[src/hw/rtl/lzwc_pkg.sv]
// Shared constants and types for the LZW 9-bit code compressor.
`timescale 1ns / 1ps

package lzwc_pkg;

    // Defaults for the top-level parameters
    localparam int DICT_ENTRIES_DEF = 512;
    localparam int CODE_BITS_DEF    = 9;

    // Fixed code assignments
    localparam int BYTE_W     = 8;
    localparam int ROOT_CODES = 256;
    localparam int ROOT_W     = 8;
    localparam int END_CODE   = 256;
    localparam int FIRST_FREE = 257;

    // Sequencer states
    typedef enum logic [2:0] {
        S_IDLE,
        S_FC_CHK,
        S_ND_CHK,
        S_MISS,
        S_INS1,
        S_INS2,
        S_FIN1,
        S_FIN2
    } t_state;

    // Control from the sequencer to the bit packer
    typedef struct packed {
        logic valid;
        logic flush;
    } t_pack_ctl;

endpackage

[src/hw/rtl/lzwc_if.sv]


interface lzwc_out_if;
    logic       valid;
    logic       ready;
    logic [7:0] out_byte;
    logic       last_out;

    modport source (output valid, output out_byte, output last_out, input ready);
    modport sink   (input valid, input out_byte, input last_out, output ready);
endinterface

[src/hw/rtl/lzwc_packer.sv]
// Bit packer: appends codes LSB-first and drains whole bytes to the output register.
`timescale 1ns / 1ps

module lzwc_packer #(
    parameter int CODE_BITS = lzwc_pkg::CODE_BITS_DEF
) (
    input  logic                 i_clk,
    input  logic                 i_rst_n,
    input  lzwc_pkg::t_pack_ctl  i_ctl,
    input  logic [CODE_BITS-1:0] i_code,
    output logic                 o_code_ready,
    lzwc_out_if.source           o_out
);

    localparam int ACC_W = CODE_BITS + lzwc_pkg::BYTE_W - 1;
    localparam int CNT_W = $clog2(ACC_W + 1);
    localparam logic [CNT_W-1:0] BYTE_CNT = CNT_W'(lzwc_pkg::BYTE_W);

    logic [ACC_W-1:0] r_acc, n_acc;
    logic [CNT_W-1:0] r_cnt, n_cnt;
    logic             r_flush, n_flush;
    logic             r_ov, n_ov;
    logic [7:0]       r_ob, n_ob;
    logic             r_ol, n_ol;

    logic w_full;
    logic w_slot_free;
    logic w_push;
    logic w_take;

    assign w_full       = (r_cnt >= BYTE_CNT);
    assign w_slot_free  = !r_ov || o_out.ready;
    assign w_push       = w_slot_free && (w_full || (r_flush && (r_cnt != '0)));
    assign o_code_ready = !w_full && !r_flush;
    assign w_take       = i_ctl.valid && o_code_ready;

    // Append a code, or drain one byte when a request slot is free
    always_comb begin
        n_acc   = r_acc;
        n_cnt   = r_cnt;
        n_flush = r_flush;
        n_ov    = r_ov;
        n_ob    = r_ob;
        n_ol    = r_ol;
        if (w_slot_free) begin
            n_ov = 1'b0;
        end
        if (w_take) begin
            n_acc   = r_acc | (ACC_W'(i_code) << r_cnt);
            n_cnt   = r_cnt + CNT_W'(CODE_BITS);
            n_flush = i_ctl.flush;
        end else if (w_push) begin
            n_ov = 1'b1;
            n_ob = r_acc[7:0];
            if (w_full) begin
                n_acc = r_acc >> lzwc_pkg::BYTE_W;
                n_cnt = r_cnt - BYTE_CNT;
                n_ol  = r_flush && (r_cnt == BYTE_CNT);
                if (r_cnt == BYTE_CNT) begin
                    n_flush = 1'b0;
                end
            end else begin
                // Partial byte at end of message: high bits are already zero
                n_acc   = '0;
                n_cnt   = '0;
                n_ol    = 1'b1;
                n_flush = 1'b0;
            end
        end
    end

    always_ff @(posedge i_clk) begin
        if (!i_rst_n) begin
            r_acc   <= '0;
            r_cnt   <= '0;
            r_flush <= 1'b0;
            r_ov    <= 1'b0;
        end else begin
            r_acc   <= n_acc;
            r_cnt   <= n_cnt;
            r_flush <= n_flush;
            r_ov    <= n_ov;
        end
    end

    // Output payload holds without reset
    always_ff @(posedge i_clk) begin
        r_ob <= n_ob;
        r_ol <= n_ol;
    end

    assign o_out.valid    = r_ov;
    assign o_out.out_byte = r_ob;
    assign o_out.last_out = r_ol;

endmodule

[src/flat_wrapper.sv]
// flat-port wrapper written by rule: the top's interface ports become plain ports
module lzwc_packer_flat 
#(
    parameter int CODE_BITS = lzwc_pkg::CODE_BITS_DEF
)
  (i_clk, i_rst_n, i_ctl, i_code, o_code_ready, o_out_valid, o_out_out_byte, o_out_last_out, o_out_ready);
  lzwc_out_if o_out_i ();
  input  logic i_clk;
  input  logic i_rst_n;
  input  lzwc_pkg::t_pack_ctl i_ctl;
  input  logic [CODE_BITS-1:0] i_code;
  output logic o_code_ready;
  output wire logic [$bits(o_out_i.valid)-1:0] o_out_valid;
  output wire logic [$bits(o_out_i.out_byte)-1:0] o_out_out_byte;
  output wire logic [$bits(o_out_i.last_out)-1:0] o_out_last_out;
  input wire logic [$bits(o_out_i.ready)-1:0] o_out_ready;
  assign o_out_valid = o_out_i.valid;
  assign o_out_out_byte = o_out_i.out_byte;
  assign o_out_last_out = o_out_i.last_out;
  assign o_out_i.ready = o_out_ready;
  lzwc_packer #(.CODE_BITS(CODE_BITS)) u_core (.i_clk(i_clk), .i_rst_n(i_rst_n), .i_ctl(i_ctl), .i_code(i_code), .o_code_ready(o_code_ready), .o_out(o_out_i));
endmodule
[config.mk]
export PLATFORM = sky130hd
export DESIGN_NAME = lzwc_packer_flat
export DESIGN_NICKNAME = d
export VERILOG_FILES = /design/src/hw/rtl/lzwc_pkg.sv /design/src/hw/rtl/lzwc_if.sv /design/src/hw/rtl/lzwc_packer.sv /design/src/flat_wrapper.sv
export SDC_FILE = /design/constraint.sdc
export NUM_CORES = 1
export LEC_CHECK = 0
export BUFFER_PORTS_ARGS = -buffer_cell sky130_fd_sc_hd__buf_2
export CORE_ASPECT_RATIO = 1.25
export CORE_UTILIZATION = 55
export CTS_CLUSTER_DIAMETER = 150
export DETAILED_ROUTE_END_ITERATION = 10
export HOLD_SLACK_MARGIN = 0.03
export PLACE_DENSITY = 0.77
export SLEW_MARGIN = 20
export SYNTH_ARGS = -nofsm -noshare
export SYNTH_HDL_FRONTEND = slang
export SYNTH_SLANG_ARGS = --single-unit
[constraint.sdc]
create_clock -name i_clk -period 4.6 [get_ports i_clk]
set_clock_uncertainty 0.05 [all_clocks]
set_input_delay 1.38 -clock i_clk [delete_from_list [all_inputs] [get_ports i_clk]]
set_output_delay 1.38 -clock i_clk [all_outputs]
set_load 0.005 [all_outputs]
==> metrics, run 1 <==
Req. time, crit path 3.17 ns; share of layout cells above drive strength 1 0.227; fin util 0.637; commonest cells in the netlist 23 x dfxtp_1, 14 x a21oi_1, 11 x mux2i_1, 11 x nand2_1, 9 x edfxtp_1; number of synthesized flops with an enable pin 9; cts hold-fix bufs 0; Worst Setup End Kind primary output; crit path time final 3.01 ns; Die X-Extent 52.3 microns; top-count cell post-synth dfxtp_1; # rows 22; setup_tns 0 ns; dominant synthesized flop cell dfxtp_1; Post-Synthesis Cell Area 1740 sq um; Post-Syn Instances 174; total setup buffers inserted after CTS 0; Post-CTS Resized 0; first-pass GRT wire length 6270 microns; Clock H-tree levels 2; power per cell area 350 nW/um^2; GR Layer Usage met1 0.299; Syn. warnings 0; Hold Path Class flip-flop to flip-flop; Avg Cell Area, Syn 10.0 sq um; M2 GR Usage 0.411; routed vias 1433; top post-synthesis cells by area dfxtp_1 26%, edfxtp_1 16%, mux2i_1 6.3%; register bit total from synthesis 32; IO Pins 25; CTS sink cnt 32; Yosys top cell by area dfxtp_1; # diodes 0; IO buf count 24; WL/cell 15.8 microns; DRC 0; DP Area 1840 sq um; initial antenna violation count 0; register area 731 sq um; clock tree from TritonCTS done; worst setup path class flip-flop to primary output; final period utilization 0.653; Slew Limit Fails 0; die height 64.9 microns; Max Fclk 0.333 GHz; largest net degree at the start of global routing 19; final wirelength 3640 microns; Worst-path clk slew 0.09 ns; Worst Path Buf+Inv 1; post-detail-place hpwl 2720 microns; Die ar. 3390 sq um; CP Launch Type flip-flop; slowest CP cell dfxtp_1; via-per-instance ratio 6.23; CTS buffer count 5; Slew Limit Headroom 0.393; Data arrival, critical path 1.58 ns; Initial Utilization 0.585; Lkg Pwr 0.713 nW; ANT nets after route 0; max cap viols 0; maximum vdd ir drop 211 uV; Total Routing Usage GR 0.249; Final Instance Area 1890 sq um; Syn-to-layout area delta 8.84%; CP cell instances or2_1 > nor2_1 > buf_2; fillers 258; Fin. Hold Viols 0; 1st-iter DRT viols 68; worst-margin pin slew 0.907 ns; clock root buffer clkbuf_4; Worst path max stage delay 0.69 ns; vias in the first global route 1389; final number of setup-violating endpoints 0; Pre-Repair DR Iteration Count 4; area share of the largest cell type after synthesis 0.265; asr flop ratio synth 0; RSZ-0062 raised after global routing false; clock buffer depth 2; core area 2970 sq um; GRT Max-Usage Layer met2; syn_nets 190; met3 Usage GRT 0.0563; latest clock arrival within the worst-skew pair 0.33 ns; Synth cell types 54; crit path max fanout 16; RePlAce Congestion 0.916; grt ovf 0; status complete, no violations; crit-path leading delay family flip-flops; multi-input logic area 917 sq um; Nets 209; Seq/Total Area, Yosys 0.420
[placed cells by master (no fill, tap or decap), types with 2 or more instances in the layout]
cell type and instances:
nand2_1 11, a31oi_1 4, o21ai_1 5, dfxtp_1 23
o211ai_1 2, nor2_1 8, mux2i_1 11, edfxtp_1 9
or2_1 2, and2_1 4, o2bb2ai_1 7, and3_1 2
mux2_2 4, o211a_1 2, nand3_1 6, a211oi_1 2
nand2b_1 4, inv_1 4, buf_2 24, nor2b_1 2
o21ai_0 3, ha_1 2, o21a_1 2, clkinv_2 2
nor3_1 3, clkbuf_4 5, a21oi_1 14, clkinv_1 2
[registers in the layout, summed over array words and instances (netlist names)]
name,cells
u_core.o_out.out_byte,8
u_core.o_out.valid,1
u_core.r_flush,1
u_core.o_out.last_out,1
u_core.r_acc,16
u_core.r_cnt,5
[metrics by stage]
step	instances	setup WS (ns)	hold WS [ns]	total power, W
floorplan	174	2.06	0.355	0.000478
global placement	222	1.75	0.364	0.000513
detailed placement	222	1.68	0.363	0.000520
CTS	230	1.61	0.386	0.000663
global route	230	1.48	0.402	0.000699
finish	230	1.59	0.385	0.000663
[report_power, final]
group          internal, W  switching (W)
Combinational    0.0000725      0.0000916
Sequential        0.000323      0.0000283
Clock            0.0000560      0.0000918
[final timing paths]
kind,startpoint,to,slack [ns],depth (start not counted)
setup / recovery,u_core.r_cnt[3]$_SDFFE_PN0P_,o_code_ready,1.59,3
hold / removal,u_core.r_acc[2]$_SDFFE_PN0P_,u_core.o_out.out_byte[2]$_DFFE_PP_,0.38,0
setup reg to reg,u_core.r_cnt[0]$_SDFFE_PN0P_,u_core.o_out.out_byte[7]$_DFFE_PP_,2.23,6
hold reg to reg,u_core.r_acc[2]$_SDFFE_PN0P_,u_core.o_out.out_byte[2]$_DFFE_PP_,0.38,0
[layer usage]
layer	wire length, microns	share of wire
met1	1560	0.43
met2	1800	0.50
met3	189	0.052
met4	85	0.023
met5	0	0
[cell families after synthesis]
group,count (synthesis),share of synthesized area
compound gates,56,0.244
simple gates,48,0.152
fa+ha+maj,2,0.0144
buf+inv,19,0.0532
flops,32,0.420
mux,17,0.117
[final cells by class]
| class | instances | share of cell area |
|---|---|---|
| well taps | 36 | 0.0238 |
| clock buffers | 5 | 0.0198 |
| clock inverters | 3 | 0.00727 |
| multi-input cells | 123 | 0.484 |
| flip-flops and latches | 32 | 0.386 |
| repair buffers | 25 | 0.0674 |
| inverters | 6 | 0.0119 |
No activity file was read; power rests on OpenSTA's default activity.
==> inputs of run 2 (changes only) <==
--- a/config.mk
+++ b/config.mk
@@ -7,11 +7,11 @@
 export LEC_CHECK = 0
 export BUFFER_PORTS_ARGS = -buffer_cell sky130_fd_sc_hd__buf_2
 export CORE_ASPECT_RATIO = 1.25
-export CORE_UTILIZATION = 55
+export CORE_UTILIZATION = 51
 export CTS_CLUSTER_DIAMETER = 150
 export DETAILED_ROUTE_END_ITERATION = 10
 export HOLD_SLACK_MARGIN = 0.03
-export PLACE_DENSITY = 0.77
+export PLACE_DENSITY = 0.75
 export SLEW_MARGIN = 20
 export SYNTH_ARGS = -nofsm -noshare
 export SYNTH_HDL_FRONTEND = slang
==> constraint.sdc (replaced) <==
create_clock -name i_clk -period 2.7 [get_ports i_clk]
set_clock_uncertainty 0.05 [all_clocks]
set_input_delay 0.81 -clock i_clk [delete_from_list [all_inputs] [get_ports i_clk]]
set_output_delay 0.81 -clock i_clk [all_outputs]
set_load 0.005 [all_outputs]
==> run 2 against run 1 <==
Flip-flop and latch count unchanged. Sequential share of layout area fell by 1.2 points. Worst setup slack lost 1.4 ns. Largest power group unchanged.
==> metrics, run 2 (same netlist as run 1, synthesis figures left out) <==
status complete, no violations; max cap viols 0; crit path time final 2.49 ns; Nets 213; Hold Crit Start u_core.r_acc[2]$_SDFFE_PN0P_; latest clock arrival within the worst-skew pair 0.28 ns; Clock H-tree levels 2; Max Fclk 0.401 GHz; Worst-path clk slew 0.06 ns; RePlAce Congestion 0.922; ANT nets after route 0; power per cell area 628 nW/um^2; CTS buffer count 5; clock tree from TritonCTS done; most frequent cells in the layout 24 x buf_2, 23 x dfxtp_1, 14 x a21oi_1; worst setup path class flip-flop to primary output; core area 3220 sq um; placed cells 227; register name with the most flops u_core.r_acc; setup_tns 0 ns; most common cell after layout, fill and taps aside buf_2; Post-CTS Resized 0; IO Pins 25; fillers 293; vias in the first global route 1459; die height 67.3 microns; DRC 0; final hold slack 0.388 ns; CTS sink cnt 32; max reg flops 16; worst flop-to-flop path endpoint u_core.r_flush$_SDFFE_PN0P_; FF-to-FF Start u_core.r_cnt[3]$_SDFFE_PN0P_; Slew Limit Fails 0; initial antenna violation count 0; final wirelength 3900 microns; largest net degree at the start of global routing 17; Die X-Extent 54.3 microns; R2R cell count 5; first-pass GRT wire length 6710 microns; final number of setup-violating endpoints 0; final period utilization 0.923; Req. time, crit path 1.84 ns; crit path max fanout 16; clock root buffer clkbuf_8; Data arrival, critical path 1.63 ns; # diodes 0; Hold Path Sink u_core.o_out.out_byte[2]$_DFFE_PP_; multi-input logic area 917 sq um; Total Routing Usage GR 0.252; post-detail-place hpwl 3010 microns; Lkg Pwr 0.742 nW; RSZ-0062 raised after global routing false; register area 731 sq um; Hold Path Class flip-flop to flip-flop; cts hold-fix bufs 0; via-per-instance ratio 6.12; Worst Setup End Kind primary output; Reg2Reg Setup Slack 0.55 ns; IO buf count 24; Initial Utilization 0.540; Syn-to-layout area delta 12.3%; share of layout cells above drive strength 1 0.232; 1st-iter DRT viols 64; routed vias 1439; total setup buffers inserted after CTS 0; Pre-Repair DR Iteration Count 4; maximum vdd ir drop 351 uV; CP Launch Type flip-flop; clock buffer depth 2; grt ovf 0; worst-margin pin slew 0.620 ns; # rows 23; Slew Limit Headroom 0.586; Die ar. 3650 sq um; hold path cells 0; Post-Layout Cell Count 235; Fin. Hold Viols 0; WL/cell 16.6 microns
[run 2: cell count changes in the layout (fill, tap and decap cells not counted), sizes merged]
cell | previous run | this run
buf | 25 | 29
clkbuf | 5 | 6
clkinv | 4 | 3
[run 2: how the worst max path moves through the flow]
stage,start,end,slack (ns),depth (start not counted)
floorplan,i_code[2],u_core.r_acc[5]$_SDFFE_PN0P_,0.73,4
global placement,i_ctl[1],u_core.r_acc[7]$_SDFFE_PN0P_,0.57,6
detailed placement,u_core.r_cnt[3]$_SDFFE_PN0P_,o_code_ready,0.53,3
CTS,u_core.r_cnt[3]$_SDFFE_PN0P_,o_code_ready,0.23,3
global route,u_core.r_cnt[3]$_SDFFE_PN0P_,o_code_ready,0.15,3
finish,u_core.r_cnt[3]$_SDFFE_PN0P_,o_code_ready,0.21,3
[run 2: critical path, cell delays in order, from the launching register on]
cell,delay (ns)
dfxtp_1,0.71
or2_1,0.42
nor2_1,0.08
buf_2,0.14
[run 2: final cells by class]
cell class | instances | area share
Clock buffer | 6 | 0.0371
Clock inverter | 2 | 0.00384
Inverter | 6 | 0.0115
Multi-Input combinational cell | 123 | 0.469
Sequential cell | 32 | 0.374
Tap cell | 37 | 0.0237
Timing Repair Buffer | 29 | 0.0807
[run 2: stage by stage]
step / area (sq um) / setup slack, ns / utilization / power [W]
global route: 1950 / 0.146 / 0.606 / 0.00130
finish: 1950 / 0.208 / 0.606 / 0.00123
global placement: 1870 / 0.567 / 0.582 / 0.000887
floorplan: 1740 / 0.731 / - / 0.000815
detailed placement: 1870 / 0.534 / 0.582 / 0.000899
CTS: 1950 / 0.230 / 0.606 / 0.00123
[run 2: metal layers]
metal	track usage	wire, microns	vias up
met5	0	0	-
met4	0.128	146	0
met3	0.0518	172	17
met2	0.421	1980	58
met1	0.297	1600	668
li1	-	-	696
[run 2: power by group]
part           switching (W)  internal, W
Clock               0.000160     0.000175
Sequential         0.0000354     0.000551
Combinational       0.000175     0.000131
Total               0.000370     0.000856
==> inputs of run 3 (changes only) <==
==> constraint.sdc (replaced) <==
create_clock -name i_clk -period 2.08 [get_ports i_clk]
set_clock_uncertainty 0.05 [all_clocks]
set_input_delay 0.624 -clock i_clk [delete_from_list [all_inputs] [get_ports i_clk]]
set_output_delay 0.624 -clock i_clk [all_outputs]
set_load 0.005 [all_outputs]
==> run 3 against run 2 <==
First-iteration DRC count is 7.8% lower. Cell count is 2.6% higher. Count of clock-buffer cells in the layout stayed put. Largest power group unchanged. Sequential power is 28% higher. Wire length is 3.8% higher. Highest routed layer unchanged. Cell area is 2.3% higher. Utilization is 1.4 points higher. Sequential share of layout area is 0.84 points lower.
==> metrics, run 3 (same netlist as run 1, synthesis figures left out) <==
DRC 0; max reg flops 16; Clock H-tree levels 2; first-pass GRT wire length 6670 microns; slowest CP cell dfxtp_1; # rows 23; grt ovf 0; Initial Utilization 0.540; max cap viols 0; clock root buffer clkbuf_8; Pre-Repair DR Iteration Count 4; fillers 271; most frequent cells in the layout 24 x buf_2, 23 x dfxtp_1, 14 x a21oi_1; highest routed layer met4; crit-path leading delay family flip-flops; latest clock arrival within the worst-skew pair 0.28 ns; final period utilization 0.940; clock buffer depth 2; R2R cell count 6; final wirelength 4040 microns; M1 wire length 1670 microns; Total Routing Usage GR 0.253; Hold Path Sink u_core.o_out.out_byte[0]$_DFFE_PP_; CP cell instances or2_1 > nor2_1 > buf_2; Die X-Extent 54.3 microns; crit path max fanout 8; largest net degree at the start of global routing 16; CP Launch Type flip-flop; setup_tns 0 ns; worst setup path class flip-flop to primary output; Reg2Reg Setup Slack 0.17 ns; RSZ-0062 raised after global routing false; RePlAce Congestion 0.912; die height 67.3 microns; via-per-instance ratio 6.26; core area 3220 sq um; most common cell after layout, fill and taps aside buf_2; maximum vdd ir drop 489 uV; worst flop-to-flop path endpoint u_core.o_out.out_byte[3]$_DFFE_PP_; IO Pins 25; Data arrival, critical path 1.28 ns; final number of setup-violating endpoints 0; Hold Path Class flip-flop to flip-flop; total setup buffers inserted after CTS 0; Syn-to-layout area delta 14.9%; Fin. Hold Viols 0; status complete, no violations; CTS sink cnt 32; Die ar. 3650 sq um; post-detail-place hpwl 3140 microns; register area 731 sq um; CTS buffer count 5; initial antenna violation count 0; worst-margin pin slew 0.557 ns; FF-to-FF Start u_core.r_cnt[0]$_SDFFE_PN0P_; Req. time, crit path 1.41 ns; power per cell area 813 nW/um^2; Lkg Pwr 0.772 nW; clock tree from TritonCTS done; Slew Limit Fails 0; Worst-path clk slew 0.06 ns; Post-CTS Resized 0; routed length on met2 2050 microns; routed vias 1508; met3 WL 203 microns; Worst Path Buf+Inv 1; Nets 219; hold path cells 0; crit path time final 1.95 ns; vias in the first global route 1448; register name with the most flops u_core.r_acc; Hold Crit Start u_core.r_acc[0]$_SDFFE_PN0P_; WL/cell 16.8 microns; 1st-iter DRT viols 59; Worst Setup End Kind primary output; IO buf count 24; Worst path max stage delay 0.46 ns; Slew Limit Headroom 0.628; multi-input logic area 917 sq um; Max Fclk 0.512 GHz; final hold slack 0.383 ns; share of layout cells above drive strength 1 0.255; ANT nets after route 0; cts hold-fix bufs 0; # diodes 0
## run 3: cell count changes in the layout (fill, tap and decap cells not counted)
cell | before | now
buf_4 | 5 | 11
## run 3: where the power goes
group          internal (W)  total [W]  switching [W]
clock network      0.000228   0.000447       0.000220
logic              0.000186   0.000427       0.000241
registers          0.000715   0.000753      0.0000381
## run 3: worst max path at each step
stage,startpoint,endpoint,slack (ns),depth (start not counted)
finish,u_core.r_cnt[4]$_SDFFE_PN0P_,o_code_ready,0.13,3
global route,u_core.r_cnt[0]$_SDFFE_PN0P_,u_core.r_acc[5]$_SDFFE_PN0P_,0.06,6
CTS,u_core.r_cnt[4]$_SDFFE_PN0P_,o_code_ready,0.14,3
detailed placement,i_code[3],u_core.r_acc[5]$_SDFFE_PN0P_,0.12,5
global placement,i_code[2],u_core.r_acc[5]$_SDFFE_PN0P_,0.14,5
floorplan,u_core.r_cnt[1]$_SDFFE_PN0P_,u_core.o_out.last_out$_SDFFCE_PP1P_,0.12,8
## run 3: per-stage QoR
step	util	instance area, sq um	cells	total power (W)	setup slack, ns
5_1_grt	0.620	2000	241	0.00170	0.0575
2_1_floorplan	-	1740	174	0.00106	0.123
3_3_place_gp	0.595	1920	233	0.00117	0.140
4_1_cts	0.620	2000	241	0.00162	0.136
3_5_place_dp	0.595	1920	233	0.00119	0.119
6_report	0.620	2000	241	0.00163	0.125
## run 3: metal layers
layer  track usage  vias to the layer above
li1              -                      708
met1         0.295                      717
met2         0.430                       70
met3        0.0563                       13
met4         0.115                        0
met5             0                        -
## run 3: layout make-up
cell class                      count  share of cell area
Inverter                            6              0.0113
Multi-Input combinational cell    123               0.459
Clock inverter                      2             0.00375
Clock buffer                        6              0.0363
Timing Repair Buffer               35               0.101
Sequential cell                    32               0.365
Tap cell                           37              0.0232
